File: config.mk
export PLATFORM = sky130hd
export DESIGN_NAME = bfds_csr
export DESIGN_NICKNAME = d
export VERILOG_FILES = /design/src/sv/bfds_pkg.sv /design/src/sv/bfds_csr.sv
export SDC_FILE = /design/constraint.sdc
export NUM_CORES = 1
export LEC_CHECK = 0
export ABC_CLOCK_PERIOD_IN_PS = 1700
export BUFFER_PORTS_ARGS = -buffer_cell sky130_fd_sc_hd__buf_2
export CORE_AREA = 2 2 67 69
export CTS_BUF_LIST = sky130_fd_sc_hd__clkbuf_8
export DETAILED_ROUTE_END_ITERATION = 8
export DIE_AREA = 0 0 69 71
export PLACE_DENSITY = 0.78
export RECOVER_POWER = 50
export SLEW_MARGIN = 20
export SYNTH_ARGS = -nofsm -noshare
export SYNTH_HDL_FRONTEND = slang
export SYNTH_SLANG_ARGS = --single-unit
File: constraint.sdc
create_clock -name clock -period 1.7 [get_ports clock]
set_input_delay 0.34 -clock clock [delete_from_list [all_inputs] [get_ports clock]]
set_output_delay 0.34 -clock clock [all_outputs]
set_load 0.1 [all_outputs]
File: src/sv/bfds_pkg.sv
// ---------------------------------------------------------------------------
// Box filter downscaler package
// Shared beat types, column accumulator entry, register map and widths.
// ---------------------------------------------------------------------------
package bfds_pkg;

   localparam int MAX_DIM_DEF = 128;   // default largest image side
   localparam int PIX_W       = 8;     // channel width
   localparam int REG_W       = 8;     // size register width
   localparam int SUM_W       = 22;    // column sum width
   localparam int CNT_W       = 15;    // column pixel count width
   localparam int ADDR_W      = 4;     // APB byte address width
   localparam int DATA_W      = 32;    // APB data width
   localparam int LANES       = 5;     // divider lanes: four channels + boundary
   localparam int BND_LANE    = 4;

   localparam logic [REG_W-1:0] SRC_WIDTH_RST  = REG_W'(32);
   localparam logic [REG_W-1:0] SRC_HEIGHT_RST = REG_W'(32);
   localparam logic [REG_W-1:0] DST_WIDTH_RST  = REG_W'(24);
   localparam logic [REG_W-1:0] DST_HEIGHT_RST = REG_W'(24);

   typedef enum logic [1:0] {
      REG_SRC_WIDTH  = 2'd0,
      REG_SRC_HEIGHT = 2'd1,
      REG_DST_WIDTH  = 2'd2,
      REG_DST_HEIGHT = 2'd3
   } reg_idx_type;

   typedef struct packed {
      logic [PIX_W-1:0] blue_in;
      logic [PIX_W-1:0] green_in;
      logic [PIX_W-1:0] red_in;
      logic [PIX_W-1:0] alpha_in;
      logic             start_of_image;
   } req_beat_type;

   typedef struct packed {
      logic [PIX_W-1:0] blue_out;
      logic [PIX_W-1:0] green_out;
      logic [PIX_W-1:0] red_out;
      logic [PIX_W-1:0] alpha_out;
      logic             end_of_row;
      logic             end_of_image;
   } rsp_beat_type;

   typedef struct packed {
      logic [SUM_W-1:0] sum_blue;
      logic [SUM_W-1:0] sum_green;
      logic [SUM_W-1:0] sum_red;
      logic [SUM_W-1:0] sum_alpha;
      logic [CNT_W-1:0] count;
   } col_entry_type;

   // register file contents plus a one-cycle pulse after any write
   typedef struct packed {
      logic             restart;
      logic [REG_W-1:0] src_width;
      logic [REG_W-1:0] src_height;
      logic [REG_W-1:0] dst_width;
      logic [REG_W-1:0] dst_height;
   } cfg_regs_type;

endpackage

File: src/sv/bfds_csr.sv
// ---------------------------------------------------------------------------
// Box filter downscaler register file
// APB-style slave holding the four size registers; flags a restart on write.
// ---------------------------------------------------------------------------
module bfds_csr (
   input  logic                        clock,
   input  logic                        reset,
   input  logic                        psel,
   input  logic                        penable,
   input  logic                        pwrite,
   input  logic [bfds_pkg::ADDR_W-1:0] paddr,
   input  logic [bfds_pkg::DATA_W-1:0] pwdata,
   output logic [bfds_pkg::DATA_W-1:0] prdata,
   output logic                        pready,
   output bfds_pkg::cfg_regs_type      cfg
);
   import bfds_pkg::*;

   logic [REG_W-1:0] src_width_ff, src_width_in;
   logic [REG_W-1:0] src_height_ff, src_height_in;
   logic [REG_W-1:0] dst_width_ff, dst_width_in;
   logic [REG_W-1:0] dst_height_ff, dst_height_in;
   logic             restart_ff, restart_in;
   logic             wr;
   reg_idx_type      idx;

   assign pready = 1'b1;
   assign wr     = psel & penable & pwrite & pready;
   assign idx    = reg_idx_type'(paddr[3:2]);

   always_comb begin
      src_width_in  = src_width_ff;
      src_height_in = src_height_ff;
      dst_width_in  = dst_width_ff;
      dst_height_in = dst_height_ff;
      restart_in    = wr;
      if (wr) begin
         unique case (idx)
            REG_SRC_WIDTH:  src_width_in  = pwdata[REG_W-1:0];
            REG_SRC_HEIGHT: src_height_in = pwdata[REG_W-1:0];
            REG_DST_WIDTH:  dst_width_in  = pwdata[REG_W-1:0];
            REG_DST_HEIGHT: dst_height_in = pwdata[REG_W-1:0];
         endcase
      end
   end

   always_comb begin
      unique case (idx)
         REG_SRC_WIDTH:  prdata = DATA_W'(src_width_ff);
         REG_SRC_HEIGHT: prdata = DATA_W'(src_height_ff);
         REG_DST_WIDTH:  prdata = DATA_W'(dst_width_ff);
         REG_DST_HEIGHT: prdata = DATA_W'(dst_height_ff);
      endcase
   end

   always_ff @(posedge clock) begin
      if (reset) begin
         src_width_ff  <= SRC_WIDTH_RST;
         src_height_ff <= SRC_HEIGHT_RST;
         dst_width_ff  <= DST_WIDTH_RST;
         dst_height_ff <= DST_HEIGHT_RST;
         restart_ff    <= 1'b0;
      end else begin
         src_width_ff  <= src_width_in;
         src_height_ff <= src_height_in;
         dst_width_ff  <= dst_width_in;
         dst_height_ff <= dst_height_in;
         restart_ff    <= restart_in;
      end
   end

   assign cfg.restart    = restart_ff;
   assign cfg.src_width  = src_width_ff;
   assign cfg.src_height = src_height_ff;
   assign cfg.dst_width  = dst_width_ff;
   assign cfg.dst_height = dst_height_ff;

endmodule

==> impl.org, run 1 <==
** Outcome
- The run finished with clean final reports.

** Clock network
- Number of H-tree levels :: 2
- Clock network latency to the later pin of the worst-skew pair :: 0.28 ns
- In this run the post-CTS setup repair buffer count came out at 0.
- Clock slew at reported path FFs :: 0.07 ns
- CTS Root Cell :: clkbuf_8
- The clock passes through at most 2 buffers.
- TritonCTS built the clock tree.
- The number of gates resized after CTS was 9.
- Clock sinks :: 33
- The number of clock buffers added by TritonCTS is 5.
- The number of hold buffers added after CTS was 0.

** Synthesis
- Mapped Area :: 0.00175 mm^2
- The Yosys step of the flow raised 0 warnings.
- By area the synthesized netlist is led by dfxtp_1 38%, mux2i_1 14%, buf_4 11%.
- Post-synthesis cell type count :: 19
- Compound-cell area share of the yosys netlist :: 0.0401
- Average cell area after synthesis :: 10.2 um^2
- Of the post-synthesis cell area, the part taken by muxes is 0.249.
- The synthesized design contains 33 register bits.
- The share of synthesized area in the top cell type comes to 0.378.
- Synthesized instance count :: 172
- dfxtp_1 takes more of the synthesized area than any other cell.
- After synthesis, the largest family of logic cells by area is multiplexers.
- Parity-gate share of the synthesized area counting xor and xnor cells :: 0
- Synthesized-area fraction occupied by adder cells :: 0
- Share of the yosys chip area belonging to registers :: 0.378
- Simple-gate share of the synthesized area :: 0.182

** Die
- From left edge to right edge, the die measures 69 um.
- In this run the core area contains 24 standard-cell rows.
- Die area :: 0.00490 mm^2
- Ports placed on the boundary :: 107
- The region available for standard cell placement spans 0.00420 mm^2.
- Starting density of the core :: 0.415
- In this run the vertical extent of the chip is 71 um.

** Cells and area
- Of the cells placed in the final design, the portion with a size suffix greater than 1 is 0.487.
- In the layout the commonest cells are 42 x buf_2, 31 x dfxtp_2, 28 x nand2b_1, 25 x mux2i_1, 25 x conb_1.
- The net count of the finished layout is 272.
- Most common library cell in the layout ignoring fill and taps :: buf_2
- From synthesis to final layout, the design area changed by 23.6%.
- Fill cells in the final layout number 406.
- The repair_antennas step left the layout with diodes totalling 0.
- Registers take 699 um^2.
- Post-route cell area :: 0.00216 mm^2
- In the final layout, the multi-input gates occupy 901 um^2.

** STA
- Final clock skew :: 0 ns
- Setup repair after global routing missed its margin :: false
- Highest clock rate :: 0.605 GHz
- The worst path needs 1.65 ns of the cycle, external delays included.
- The number of max-slew violations in the final report is 0.
- # setup viols final :: 0
- Final critical-path share of the clock period :: 0.972
- Hold timing on the final database bottoms out at a slack of 0.339 ns.
- Across all setup checks in the final design, the least slack found is 0.0479 ns.
- Number of failing hold endpoints at the final stage :: 0
- Transition time at the pin with the least slew margin :: 0.644 ns
- Worst max-slew margin expressed relative to the limit :: 0.571

** Critical path
- Kind of capture point of the worst setup path :: output pin
- The largest single stage delay on the critical path is 0.46 ns.
- Depth of the worst register-to-register path :: 3
- The setup path with the least slack is of type reg2out.
- Among all stages on the critical path, the largest delay is contributed by mux4_2.
- Worst reg2reg path startpoint :: src_height_ff[2]
- Cells along the critical path :: mux4_2, buf_4
- Kind of cell adding the most delay to the critical path :: multiplexers
- For the worst setup path, the data required time is 1.36 ns.
- The worst register-to-register path has a setup slack of 0.93 ns.
- The endpoint identified for the worst register-to-register timing path is src_height_ff[2].
- Data on the critical path arrives at its endpoint at 1.31 ns.
- Cell depth of the worst setup path :: 2
- Together, buffers and inverters on the worst path number 1.
- Largest fanout on the critical path :: 3
- STA classifies the critical path startpoint as a register.

** Detailed routing
- Residual DRC :: 0
- In the routed layout, each cell is associated on average with a via count of 4.69.
- Once detail routing completed, the nets flagged for antenna violations numbered 0.
- Detailed-router iteration count before antenna repair :: 4
- Routed wire length :: 3770 um
- Post-detailed-route wirelength per cell :: 13.3 um
- In this run, the number of DRC markers left after iteration 0 of detailed routing was 61.
- Routed via count :: 1331

** Placed design
- In this run the cell area measured after placement is 0.00207 mm^2.
- Post-place setup slack :: -0.198 ns
- The wire-length estimate of the detail-placed layout is 2760 um.
- Routability-driven placement finished with a final weighted congestion of 0.690.
- During placement, the flow inserted port buffers numbering 55.

** Global route
- Across every metal layer, demand over resource in global routing totals 0.159.
- Entering global routing, the biggest net connects 42 pins.
- Number of antenna violations at the first check in global routing :: 0
- The via count of the first global-routing pass came to 1251.
- The first global-routing pass estimated 6120 um of wire.
- Total global routing overflow :: 0

** Min path
- The worst hold path begins at pwdata[3].
- Count of cells along the worst hold path :: 3
- Hold Path Class :: in2reg
- The worst hold path terminates at dst_height_ff[3].

** Power
- P_leak :: 1.05 nW
- PwrDens :: 867 mW/mm^2
- Post-layout power :: 1.87 mW
- IR analysis of the VDD net gives a maximum drop of 0.443 mV.

** Job
- Number of max-cap violations :: 0
==> sequential cells by signal, summed over array words and instances (netlist names) <==
signal	flops
src_height_ff	8
restart_ff	1
dst_width_ff	8
src_width_ff	8
dst_height_ff	8
==> worst max-delay path by stage <==
stage,end,startpoint
2_1_floorplan,prdata[4],src_width_ff[4]
3_3_place_gp,prdata[3],paddr[3]
3_5_place_dp,prdata[3],paddr[3]
4_1_cts,prdata[5],dst_height_ff[5]
5_1_grt,prdata[0],dst_height_ff[0]
6_report,prdata[6],src_height_ff[6]
==> kinds of logic (layout without fill, tap and decap cells) <==
family,Yosys count,in the layout
DFF,33,33
other,2,25
muxes,33,33
and+or+nand+nor,52,52
AOI/OAI and AO/OA,14,14
buffers and inverters,38,75
==> tightest hold or removal path: stages <==
cell and delay (ns):
buf_2 0.09, nor2_1 0.05, mux2i_1 0.10
==> layout make-up <==
| type | instances | share of cell area |
|---|---|---|
| clock buffer | 5 | 0.0319 |
| clock inverter | 3 | 0.00638 |
| inverter | 1 | 0.00232 |
| multi-input combinational | 124 | 0.417 |
| sequential | 33 | 0.324 |
| tap | 52 | 0.0301 |
| timing repair buffer | 66 | 0.188 |
==> power breakdown <==
part | total, mW | switching, mW | leakage, nW | internal [mW]
Sequential | 0.792 | 0.00699 | 0.276 | 0.785
Clock | 0.563 | 0.285 | 0.0491 | 0.277
Combinational | 0.516 | 0.433 | 0.724 | 0.0830
Total | 1.87 | 0.725 | 1.05 | 1.15
==> synth_stat cells <==
cell type,number
conb_1,2
mux4_1,1
or3_1,2
or2_1,1
dfxtp_1,33
nor2_1,10
buf_4,26
o21ai_0,14
nand2b_1,28
buf_2,5
mux4_2,7
nand3_2,1
nor2b_1,7
nor3_2,2
inv_4,1
clkbuf_1,5
buf_6,1
mux2i_1,25
nand4_2,1
==> metal layers <==
metal  global-route usage  up-vias  share of wire
met5                    0        -              0
met1                0.190      629           0.42
li1                     -      645              -
met4               0.0523        0          0.014
met2                0.271       51           0.50
met3               0.0513        6          0.063
==> through the flow <==
stage / utilization / setup TNS [ns] / std cells
floorplan: - / -0.337 / 195
global placement: 0.492 / -1.44 / 276
detailed placement: 0.492 / -1.53 / 276
CTS: 0.517 / 0 / 284
global route: 0.513 / 0 / 284
finish: 0.513 / 0 / 284
Note: power is estimated with default switching activity, not from simulation.
==> run 2: changes to the inputs <==
--- a/config.mk
+++ b/config.mk
@@ -11,6 +11,7 @@
 export CTS_BUF_LIST = sky130_fd_sc_hd__clkbuf_8
 export DETAILED_ROUTE_END_ITERATION = 8
 export DIE_AREA = 0 0 69 71
+export GPL_TIMING_DRIVEN = 0
 export PLACE_DENSITY = 0.78
 export RECOVER_POWER = 50
 export SLEW_MARGIN = 20
==> run 2 against run 1 <==
Effect of this change:
- non-clock buffer count rose by 31
- fmax fell by 1.1%
- global-route usage rose by 0.68 points
- total power rose by 5.2%
- hold slack improved by 0.0075 ns
- clock power rose by 5.2%
- core utilization rose by 6.1 points
- routed wire length rose by 11%
- sequential share of layout area fell by 3.4 points
- sequential power barely moved
- via count rose by 6.7%
- clock skew did not move
- highest routed layer unchanged
==> impl.org, run 2 (synthesis gave the netlist of run 1 again) <==
** Outcome
- The run finished with clean final reports.

** STA
- Transition time at the pin with the least slew margin :: 0.549 ns (-0.0945 ns)
- Final clock skew :: 0 ns (unchanged)
- The final hold slack came to 0.346 ns (+0.00749 ns).
- The time the worst path needs with I/O delays and setup came to 1.67 ns (+0.0190 ns).
- Highest clock rate :: 0.598 GHz (-1.1%)
- The number of max-slew violations in the final report is 0 (unchanged).
- The count of final hold-check violations is 0 (unchanged).
- Final critical-path share of the clock period :: 0.983 (+0.0112)
- The count of final setup violators was 0 (unchanged).
- Worst max-slew margin expressed relative to the limit :: 0.636 (+0.0646)
- Setup repair after global routing missed its margin :: false

** Cells and area
- Most common library cell in the layout ignoring fill and taps :: buf_2
- In the layout the commonest cells are 40 x buf_2, 36 x buf_4, 31 x dfxtp_2, 28 x nand2b_1.
- The share of cells above drive strength 1 is 0.531 (+0.0435).
- The layout filler cell count is 382 (-5.9%).
- From synthesis to final layout, the design area changed by 38.2%.
- The final antenna diode count was 0 (unchanged).
- The total number of nets in the final design was 303 (+11%).

** Clock network
- Clock network latency to the later pin of the worst-skew pair :: 0.28 ns (about the same)
- The number of hold buffers added after CTS is 0 (unchanged).
- Clock sinks :: 33 (unchanged)
- Number of CTS-inserted buffers :: 5 (unchanged)
- The clock-pin slew on the worst setup and hold paths came to 0.07 ns (about the same).
- TritonCTS built the clock tree.
- CTS placed an instance of clkbuf_8 at the clock tree root.
- The maximum count of clock buffers along a single path is 2 (unchanged).
- The number of levels the H-tree was split into is 2 (unchanged).

** Detailed routing
- Post-detailed-route wirelength per cell :: 13.3 um (+0.22%)
- Residual DRC :: 0 (unchanged)
- The vias per cell is 4.52 (-3.5%).
- The number of nets with antenna violations after routing was 0 (unchanged).
- Routed wire length :: 4170 um (+11%)
- The count of TritonRoute iterations in the first routing pass is 4 (unchanged).
- Iteration-0 DRC count of the detailed router :: 56 (-8.2%)
- Routed via count :: 1420 (+6.7%)

** Critical path
- CP Class :: in2out
- In this design, the largest share of critical-path delay is due to multiplexers.
- Arrival @ worst endpoint :: 1.33 ns (+0.02 ns)
- Worst path required time :: 1.36 ns (about the same)
- Number of buffers and inverters on the critical path :: 3 (+2)
- Tracing the worst setup path back leads to its startpoint at paddr[3].
- The maximum cell stage delay along the critical path is 0.53 ns (+0.07 ns).
- The startpoint identified for the worst register-to-register timing path is src_height_ff[3].
- Worst Setup Start Kind :: input pin
- Largest fanout on the critical path :: 10 (+7)
- Among the stages of the critical path, the cell type that occurs most often is buf_12.
- Kind of capture point of the worst setup path :: output pin
- Cells along the critical path :: buf_12, buf_12, mux4_2, buf_12
- For this design, the slowest cell found on the critical path is mux4_2.

** Die
- The height of the die was 71 um (unchanged).
- The top-level I/O count came to 107 (unchanged).
- The area of the placeable core was 0.00420 mm^2 (unchanged).
- X dimension of the die :: 69 um (unchanged)
- The die outline area was 0.00490 mm^2 (unchanged).
- The starting density of the core was 0.415 (unchanged).
- The site row count is 24 (unchanged).

** Min path
- The worst hold path begins at pwdata[3].
- The min-delay analysis places its worst path in the category in2reg.

** Global route
- The aggregate global-route resource usage is 0.166 (+0.00683).
- The initial antenna violation count came to 0 (unchanged).
- The maximum number of pins on one net before global-route repair is 11 (-74%).
- Wire length of the first global-routing pass :: 6380 um (+4.3%)
- Total global routing overflow :: 0 (unchanged)
- The via count of the first global-routing pass is 1311 (+4.8%).

** Power
- The largest vdd supply drop is 0.433 mV (-2.3%).
- The power per cell area was 815 mW/mm^2 (-5.9%).
- Post-layout power :: 1.97 mW (+5.2%)
- P_leak :: 1.21 nW (+15%)

** Placed design
- Count of input and output buffers :: 54 (-1.8%)
- The final weighted congestion of routability-driven global placement came to 0.737 (+6.8%).
- Final HPWL DP :: 3040 um (+10%)

** Job
- Number of max-cap violations :: 0 (unchanged)
[run 2: per-layer routing]
metal / GRT usage / wire length (um)
met5: 0 / 0
met1: 0.220 / 1870
met2: 0.261 / 1990
met3: 0.0513 / 267
met4: 0.0523 / 40
[run 2: metrics by stage]
step | util | setup WS (ns) | setup TNS (ns) | cell area (um^2) | cells
4_1_cts | 0.558 | 0.00609 | 0 | 2350 | 308
3_3_place_gp | 0.528 | -0.242 | -0.770 | 2220 | 301
3_5_place_dp | 0.528 | -0.246 | -0.799 | 2220 | 301
2_1_floorplan | - | -0.337 | -0.337 | 1880 | 195
5_1_grt | 0.574 | 0.00420 | 0 | 2410 | 314
6_report | 0.574 | 0.0289 | 0 | 2410 | 314
[run 2: layout make-up]
| type | instances | area, um^2 | share of cell area |
|---|---|---|---|
| sequential | 33 | 699 | 0.290 |
| clock inverter | 1 | 3.75 | 0.00156 |
| timing repair buffer | 60 | 363 | 0.150 |
| multi-input combinational | 124 | 906 | 0.375 |
| buffer | 37 | 288 | 0.119 |
| inverter | 1 | 6.26 | 0.00259 |
| clock buffer | 6 | 82.6 | 0.0342 |
| tap | 52 | 65.1 | 0.0270 |
[run 2: tightest hold or removal path: cells and delay by family]
kind          cells  cell delay, ns
buf+inv           1            0.09
mux               1            0.10
simple gates      1            0.05
[run 2: final timing paths]
| check | end | slack [ns] | depth (start not counted) |
|---|---|---|---|
| hold reg to reg | dst_width_ff[6] | 0.48 | 2 |
| setup / recovery | prdata[3] | 0.03 | 4 |
| hold / removal | dst_height_ff[3] | 0.35 | 3 |
| setup reg to reg | src_height_ff[3] | 0.93 | 3 |
[run 2: timing repair]
action                                 CTS  global route
setup endpoints to repair                8             3
setup buffers                            0             6
endpoints found under the hold margin    0             0
resized for setup                       14             7
[run 2: report_power, final]
part           total [mW]  switching (mW)  leakage (nW)  internal (mW)
combinational       0.583           0.449         0.882          0.134
clock               0.592           0.277        0.0485          0.315
sequential          0.792         0.00732         0.276          0.785
total                1.97           0.733          1.21           1.23
==> run 3: changes to the inputs <==
--- a/config.mk
+++ b/config.mk
@@ -5,7 +5,7 @@
 export SDC_FILE = /design/constraint.sdc
 export NUM_CORES = 1
 export LEC_CHECK = 0
-export ABC_CLOCK_PERIOD_IN_PS = 1700
+export ABC_CLOCK_PERIOD_IN_PS = 1900
 export BUFFER_PORTS_ARGS = -buffer_cell sky130_fd_sc_hd__buf_2
 export CORE_AREA = 2 2 67 69
 export CTS_BUF_LIST = sky130_fd_sc_hd__clkbuf_8
==> constraint.sdc (replaced) <==
create_clock -name clock -period 1.9 [get_ports clock]
set_input_delay 0.38 -clock clock [delete_from_list [all_inputs] [get_ports clock]]
set_output_delay 0.38 -clock clock [all_outputs]
set_load 0.1 [all_outputs]
==> run 3 against run 2 <==
Effect of this change:
- sequential share of layout area up 1.9 points
- non-clock buffer count is 7 lower
- highest routed layer unchanged
- hold slack gained 0.034 ns
- via count is 0.63% lower
- core utilization decreased by 3.5 points
- global-route usage grew 0.081 points
- clock-buffer cell count down 1
- cell count down 1.9%
- flip-flop and latch count unchanged
- routed wire length down 5.8%
==> impl.org, run 3 (synthesis gave the netlist of run 1 again) <==
** Die
- Floorplan core area :: 0.00420 mm^2 (unchanged)
- Number of placement rows :: 24 (unchanged)
- Die area :: 0.00490 mm^2 (unchanged)
- The starting density of the core was 0.415 (unchanged).
- Ports placed on the boundary :: 107 (unchanged)
- X dimension of the die :: 69 um (unchanged)
- The height of the die was 71 um (unchanged).

** Cells and area
- The final cell area excluding filler cells was 0.00226 mm^2 (-6.2%).
- Fill cell total of the finished layout :: 417 (+9.2%)
- The share of cells above drive strength 1 is 0.492 (-0.0383).
- Leaving out fill and tap cells, the most frequent cell in the layout is buf_2.
- The final antenna diode count came to 0 (unchanged).
- The area occupied by registers was 699 um^2 (unchanged).
- Compared with the post-synthesis result, the final layout area differs by 29.7%.
- The area of the multi-input gates came to 891 um^2 (-1.7%).
- The total number of nets in the final design is 296 (-2.3%).
- Most used cells in the layout excluding fill and tap cells :: 44 x buf_2, 31 x dfxtp_2, 29 x buf_4, 28 x nand2b_1
- The number of standard cells in the layout, taps in and fillers out came to 308 (-1.9%).

** Placed design
- Placed cell count :: 301 (unchanged)
- Final HPWL DP :: 2980 um (-1.9%)
- The final weighted congestion of routability-driven global placement is 0.779 (+5.7%).
- The worst setup slack before clock tree synthesis was -0.125 ns (+0.121 ns).
- The cell area after placement came to 0.00220 mm^2 (-0.68%).
- Count of input and output buffers :: 54 (unchanged)

** STA
- Setup repair after global routing missed its margin :: false
- Slew Limit Fails :: 0 (unchanged)
- The slew at the pin closest to its max-slew limit came to 0.848 ns (+0.299 ns).
- The setup slack after layout was 0.0555 ns (+0.0266 ns).
- The final hold slack is 0.380 ns (+0.0336 ns).
- Highest clock rate :: 0.542 GHz
- Worst max-slew margin expressed relative to the limit :: 0.430 (-0.205)
- The count of final setup violators was 0 (unchanged).
- The count of final hold-check violations was 0 (unchanged).
- Final worst path period need :: 1.84 ns
- The setup skew after layout was 0 ns (unchanged).
- Dividing the final minimum period by the clock period gives 0.971.

** Clock network
- Clock slew at reported path FFs :: 0.06 ns (about the same)
- Number of CTS-inserted buffers :: 5 (unchanged)
- Setup bufs post-CTS :: 0 (unchanged)
- The insertion delay of the later-clocked pin in the worst-skew pair came to 0.29 ns (about the same).
- Clock tree synthesis selected as its root buffer the cell clkbuf_8.
- The maximum count of clock buffers along a single path was 2 (unchanged).
- Number of H-tree levels :: 2 (unchanged)
- Clock tree from TritonCTS :: built
- The clock sink count came to 33 (unchanged).

** Critical path
- CP Class :: in2out
- Kind of capture point of the worst setup path :: output pin
- The critical path required time came to 1.52 ns (+0.16 ns).
- The number of cells traversed by the worst register-to-register path is 3 (unchanged).
- Arrival @ worst endpoint :: 1.46 ns (+0.13 ns)
- Launch point of the worst path :: paddr[2]
- The critical-path maximum fanout came to 10 (unchanged).
- In this run the critical register-to-register path is captured at src_height_ff[7].
- The startpoint identified for the worst register-to-register timing path is src_height_ff[7].
- The register-to-register path setup slack was 1.14 ns (+0.21 ns).
- STA classifies the critical path startpoint as an input pin.

** Min path
- Count of cells along the worst hold path :: 3 (unchanged)
- The worst hold path begins at pwdata[3].
- Hold Path Class :: in2reg
- For hold timing, the worst endpoint is dst_width_ff[3].

** Power
- Post-layout power :: 1.70 mW (-14%)
- The largest vdd supply drop was 0.332 mV (-23%).
- P_leak :: 1.15 nW (-5.1%)
- PwrDens :: 749 mW/mm^2 (-8.1%)

** Global route
- The initial antenna violation count came to 0 (unchanged).
- The aggregate global routing overflow came to 0 (unchanged).
- The aggregate global-route resource usage is 0.167 (+0.000805).
- The maximum number of pins on one net before global-route repair is 19 (+8).
- Wire length of the first global-routing pass :: 6440 um (+0.86%)
- Vias in the first global route :: 1341 (+2.3%)

** Detailed routing
- The number of DRC violations after detailed-routing iteration 0 is 52 (-7.1%).
- Routed via count :: 1411 (-0.63%)
- Routed wire length :: 3930 um (-5.8%)
- The vias per cell was 4.58 (+1.3%).
- Post-detailed-route wirelength per cell :: 12.8 um (-4.0%)
- Residual DRC :: 0 (unchanged)
- Detailed-router iteration count before antenna repair :: 4 (unchanged)
- Remaining number of nets flagged by the antenna check after routing :: 0 (unchanged)

** Outcome
- The flow ran to the end, and the final reports show no timing, DRC or antenna violations.

** Job
- Number of max-cap violations :: 0 (unchanged)
## run 3: changes by cell type in the layout (fill, tap and decap cells not counted), sizes merged
cell | previous run | this run
buf | 82 | 75
clkinvlp | 0 | 1
inv | 2 | 1
clkinv | 0 | 2
clkbuf | 21 | 20
## run 3: worst max-delay path by stage
stage | endpoint | slack [ns]
final | prdata[7] | 0.06
after global routing | prdata[7] | 0.04
after CTS | prdata[7] | 0.02
after detailed placement | prdata[2] | -0.13
after global placement | prdata[7] | -0.16
after floorplan | prdata[4] | -0.18
## run 3: final cells by class
class	instances	area share
clock buffer	5	0.0304
clock inverter	3	0.00608
timing repair buffer	54	0.121
sequential	33	0.309
tap	52	0.0287
inverter	1	0.00221
multi-input combinational	124	0.393
buffer	36	0.109
## run 3: where the power goes
part           switching [mW]  internal, mW  total, mW  leakage (nW)
Sequential            0.00638         0.702      0.709         0.276
Combinational           0.394        0.0957      0.490         0.820
Clock                   0.249         0.248      0.497        0.0491
Total                   0.650          1.05       1.70          1.15
## run 3: metal layers
| layer | GRT usage | part of all wire | vias to the layer above |
|---|---|---|---|
| met1 | 0.203 | 0.43 | 637 |
| met4 | 0.0654 | 0.022 | 0 |
| met5 | 0 | 0 | - |
| met2 | 0.283 | 0.47 | 64 |
| met3 | 0.0427 | 0.082 | 10 |
| li1 | - | - | 700 |
## run 3: critical path: stages
cell and delay [ns]:
buf_2 0.13, buf_6 0.18, mux4_2 0.52, buf_4 0.25
## run 3: repair_timing
action,CTS,global route
resized for setup,4,1
setup endpoints to repair,3,1
hold buffers,0,0
gates cloned,0,0
## run 3: per-stage QoR
| step | util | setup TNS (ns) |
|---|---|---|
| after floorplan | - | -0.177 |
| after global placement | 0.524 | -0.442 |
| after detailed placement | 0.524 | -0.367 |
| after CTS | 0.545 | 0 |
| after global routing | 0.539 | 0 |
| final | 0.539 | 0 |
